File: src/rtl/trtd_pkg.sv
`timescale 1ns / 1ps
// shared widths, register codes and interface structs of the tile rasterizer
// no dependencies

package trtd_pkg;

   localparam int EW        = 37;   // signed edge value width
   localparam int RW        = 38;   // divider remainder width
   localparam int WW        = 17;   // weight width, q1.16 with one = 65536
   localparam int ZW        = 16;   // depth width
   localparam int CW        = 16;   // coordinate width, signed 12.4
   localparam int OW        = 12;   // tile origin width
   localparam int AW        = 6;    // depth store address width
   localparam int DEPTH_N   = 64;
   localparam int DIV_STEPS = 17;

   localparam logic [ZW-1:0] DEPTH_FAR = '1;

   localparam logic CSR_ORIGIN_X = 1'b0;
   localparam logic CSR_ORIGIN_Y = 1'b1;

   typedef struct packed {
      logic                    start;
      logic [2:0][EW-1:0]      edge_val;
      logic [EW-1:0]           area;
   } div_req_type;

   typedef struct packed {
      logic                    busy;
      logic [2:0][WW-1:0]      weight;
   } div_rsp_type;

   typedef struct packed {
      logic                    clear;
      logic                    rd_en;
      logic                    wr_en;
      logic [AW-1:0]           addr;
      logic [ZW-1:0]           wr_data;
   } mem_req_type;

endpackage

File: src/rtl/trtd_divider.sv
`timescale 1ns / 1ps
// three-lane restoring divider, one quotient bit per cycle, shared divisor
// computes floor(edge * 65536 / area) for edge <= area; depends on trtd_pkg

module trtd_divider import trtd_pkg::*; (
   input  logic         clock,
   input  logic         reset,
   input  div_req_type  req,
   output div_rsp_type  rsp
);

   logic                  busy_ff, busy_in;
   logic [4:0]            cnt_ff, cnt_in;
   logic [RW-1:0]         div_ff, div_in;
   logic [2:0][RW-1:0]    rem_ff, rem_in;
   logic [2:0][WW-1:0]    quo_ff, quo_in;

   always_comb begin
      busy_in = busy_ff;
      cnt_in  = cnt_ff;
      div_in  = div_ff;
      rem_in  = rem_ff;
      quo_in  = quo_ff;
      if (req.start) begin
         busy_in = 1'b1;
         cnt_in  = '0;
         div_in  = RW'(req.area);
         for (int k = 0; k < 3; k++) begin
            rem_in[k] = RW'(req.edge_val[k]);
            quo_in[k] = '0;
         end
      end else if (busy_ff) begin
         for (int k = 0; k < 3; k++) begin
            if (rem_ff[k] >= div_ff) begin
               rem_in[k] = (rem_ff[k] - div_ff) << 1;
               quo_in[k] = {quo_ff[k][WW-2:0], 1'b1};
            end else begin
               rem_in[k] = rem_ff[k] << 1;
               quo_in[k] = {quo_ff[k][WW-2:0], 1'b0};
            end
         end
         cnt_in = cnt_ff + 5'd1;
         if (cnt_ff == 5'(DIV_STEPS - 1)) begin
            busy_in = 1'b0;
         end
      end
   end

   always_ff @(posedge clock) begin
      if (reset) begin
         busy_ff <= 1'b0;
         cnt_ff  <= '0;
      end else begin
         busy_ff <= busy_in;
         cnt_ff  <= cnt_in;
      end
      div_ff <= div_in;
      rem_ff <= rem_in;
      quo_ff <= quo_in;
   end

   assign rsp.busy   = busy_ff;
   assign rsp.weight = quo_ff;

endmodule

File: config.mk
export PLATFORM = sky130hd
export DESIGN_NAME = trtd_divider
export DESIGN_NICKNAME = d
export VERILOG_FILES = /design/src/rtl/trtd_pkg.sv /design/src/rtl/trtd_divider.sv
export SDC_FILE = /design/constraint.sdc
export NUM_CORES = 1
export LEC_CHECK = 0
export ABC_AREA = 1
export BUFFER_PORTS_ARGS = -buffer_cell sky130_fd_sc_hd__buf_4
export CELL_PAD_IN_SITES_DETAIL_PLACEMENT = 0
export CELL_PAD_IN_SITES_GLOBAL_PLACEMENT = 1
export CORE_UTILIZATION = 43
export CTS_BUF_LIST = sky130_fd_sc_hd__clkbuf_2
export DETAILED_ROUTE_END_ITERATION = 6
export GPL_ROUTABILITY_DRIVEN = 0
export PLACE_DENSITY = 0.87
export SETUP_SLACK_MARGIN = 0.02
export SLEW_MARGIN = 5
export SYNTH_ARGS = -nofsm -noshare
export SYNTH_HDL_FRONTEND = slang
export SYNTH_SLANG_ARGS = --single-unit
File: constraint.sdc
create_clock -name clock -period 6.2 [get_ports clock]
set_clock_uncertainty 0.05 [all_clocks]
set_input_delay 1.24 -clock clock [delete_from_list [all_inputs] [get_ports clock]]
set_output_delay 1.24 -clock clock [all_outputs]
set_load 0.02 [all_outputs]
==> metrics.csv <==
stage,metric,value,unit
die,start_util,43.7,%
final_layout,areaGrowthSynthToFinish,13.7,%
drt,drt-met1-wl,28.4,mm
synth,synth_edf_count,148,
clock_tree,cts_resized,0,
drt,dr_total_vias,18800,
drt,wl_met3,5.41,mm
drt,top_layer_used,met5,
die,die_area,0.0434,mm²
drt,drt_iter0_drc,1471,
drt,route.detailed.drc,0,
run,cap_viol_max_count,0,
global_route,grt_pass1_vias,17900,
critical_path,path_class,register to register,
timing,final.setup.tns,0,ns
timing,fin_crit_sh,59.4,%
timing,hold_violations,0,
timing,worst_slack,2.52,ns
clock_tree,cts_tree,done,
timing,slew_viol_final,0,
synth,ys_ff_latch,208,
timing,period_minus_slack,3.68,ns
die,die_w,208,µm
critical_path,crit_arrival,4.42,ns
drt,dr_wl_met2,26.6,mm
drt,drtAntennaViolNets,0,
die,rows,75,
placed_design,dp_slack,2.19,ns
clock_tree,numCtsBuffers,56,
critical_path,crit_fanout,18,
synth,synth.cell_area,0.0183,mm²
synth,synth_area_per_cell,6.34,µm²
die,io-pin-count,203,
pwr,ir_worst_vdd,142,µV
clock_tree,clk_pin_slew,0.11,ns
timing,fin_worst_hold_slack,0.297,ns
final_layout,drive_gt1_share,10.7,%
synth,syn_inst,2890,
worst_hold_path,hold_class,primary input to register,
critical_path,cp.required,6.94,ns
final_layout,nets,3367,
timing,fmax,272,MHz
global_route,antenna_found_initial,3,
clock_tree,cts.sinks,208,
timing,setup_viol,0,
placed_design,hpwlAfterDp,49.1,mm
pwr,leakage,0.0113,µW
global_route,grt_usage,28.6,%
synth,synth_nets,3157,
synth,yosys_most_used_dff,edfxtp_1,
global_route,grt_pass1_wl,96.4,mm
clock_tree,post_cts_buffers,0,
synth,seq_area_frac_synth,30.8,%
timing,relSlewSlack,33.8,%
drt,wl,62.7,mm
die,die_y,208,µm
synth,async_flop_share,0,%
clock_tree,htree_levels,2,
synth,synth_cell_types,43,
synth,ys.warnings.count,0,
timing,worst_slew_pin_slew,0.991,ns
global_route,gr-total-overflow,0,
final_layout,final_util,49.6,%
placed_design,port_buffers,202,
die,core,0.0419,mm²
status,status,"finished, final reports clean",
global_route,grt_max_degree,94,
drt,drt-vias-per-instance,5.09,
drt,first_pass_iters,6,
clock_tree,ctsLongestPathBuffers,3,
clock_tree,cts_hold_buf,0,
critical_path,critPathCaptureType,register,
clock_tree,clock-root-buffer,clkbuf_2,
clock_tree,clk_latency,1.05,ns
pwr,p_total,5200,µW
drt,routedWlPerCell,17.0,µm
pwr,power_density,250,mW/mm²
timing,rsz0062_at_grt,false,
critical_path,worst_setup_path_start_kind,register,
## logic make-up after synthesis
family	synth area share, %
compound gates	5.23
xor+xnor	2.73
fa+ha+maj	8.05
buf+inv	12.4
flops	30.8
simple gates	40.8
## layout make-up
cell class / instances / area, µm²
clock buffers: 70 / 350
multi-input cells: 2114 / 10400
inverters: 509 / 1920
flip-flops and latches: 208 / 5650
repair buffers: 211 / 1580
diodes: 2 / 5.00
clock inverters: 35 / 231
well taps: 539 / 674
fillers: 4363 / 21100
## cells in the final DEF, fill, tap and decap left out, types with 6 or more instances in the layout
cell type  instances
xnor2_1           52
o21ai_1           10
nor2_1           179
clkinv_1          18
o22ai_1           45
o21bai_1           7
buf_4            211
a21oi_1           73
clkbuf_2          70
dfxtp_1           60
nand3b_1          87
nand4_1           23
nand3_1          189
nand2_2            6
clkinv_2          11
ha_1             113
edfxtp_1         148
nand2_1         1221
o21ai_0           28
inv_1            503
nor2_2            10
nor3_1            31
## report_power, final
group / internal (µW) / switching, µW / total, µW
clock network: 425 / 680 / 1110
registers: 1640 / 80.1 / 1720
logic: 802 / 1570 / 2370
## metal layers
metal  vias to the layer above  global-route usage [%]
met5                         -                       0
met4                         2                    12.1
met3                        99                    6.17
met2                       636                    43.8
met1                      8559                    38.8
li1                       9488                       -
## worst paths after layout
path | slack (ns) | from | endpoint | depth (start not counted)
worst max register to register | 2.52 | div_ff[33] | rem_ff[24] | 12
worst min register to register | 0.39 | rsp[18] | rsp[19] | 2
worst max-delay path | 2.52 | div_ff[33] | rem_ff[24] | 12
worst min-delay path | 0.30 | reset | busy_ff | 2
## worst max-delay path, stage by stage, from the launching register on
cell and delay [ns]:
edfxtp_1 0.38, inv_1 0.41, ha_1 0.40, a21oi_1 0.23, nand2_1 0.10, nand2_1 0.09
nand2_1 0.07, a21oi_1 0.12, nand4_1 0.76, nand2_2 0.58, nand2_1 0.09, nand2_1 0.07
nand2_1 0.05
## flip-flops by register name (all words and copies together) (netlist names)
signal,count
busy_ff,1
rem_ff,114
rsp,51
div_ff,37
cnt_ff,5
## stage by stage
step | area [µm²] | cells
3_3_place_gp | 20200 | 3581
2_1_floorplan | 18300 | 2890
3_5_place_dp | 20200 | 3581
6_report | 20800 | 3688
5_1_grt | 20800 | 3687
4_1_cts | 20800 | 3686
## synth_stat cells (14+ instances only)
| cell | count | area share, % |
|---|---|---|
| nand2_1 | 1221 | 25 |
| inv_1 | 504 | 10 |
| nand3_1 | 189 | 5.2 |
| nor2_1 | 180 | 3.7 |
| edfxtp_1 | 148 | 24 |
| ha_1 | 113 | 7.7 |
| nand3b_1 | 87 | 3.6 |
| a21oi_1 | 73 | 2.0 |
| dfxtp_1 | 60 | 6.6 |
| xnor2_1 | 52 | 2.5 |
| o22ai_1 | 45 | 1.5 |
| nor3_1 | 31 | 0.85 |
| o21ai_0 | 28 | 0.77 |
| clkbuf_1 | 25 | 0.51 |
| nand4_1 | 23 | 0.79 |
| buf_2 | 16 | 0.44 |
| buf_6 | 14 | 0.86 |
(Power assumes the default switching activity.)
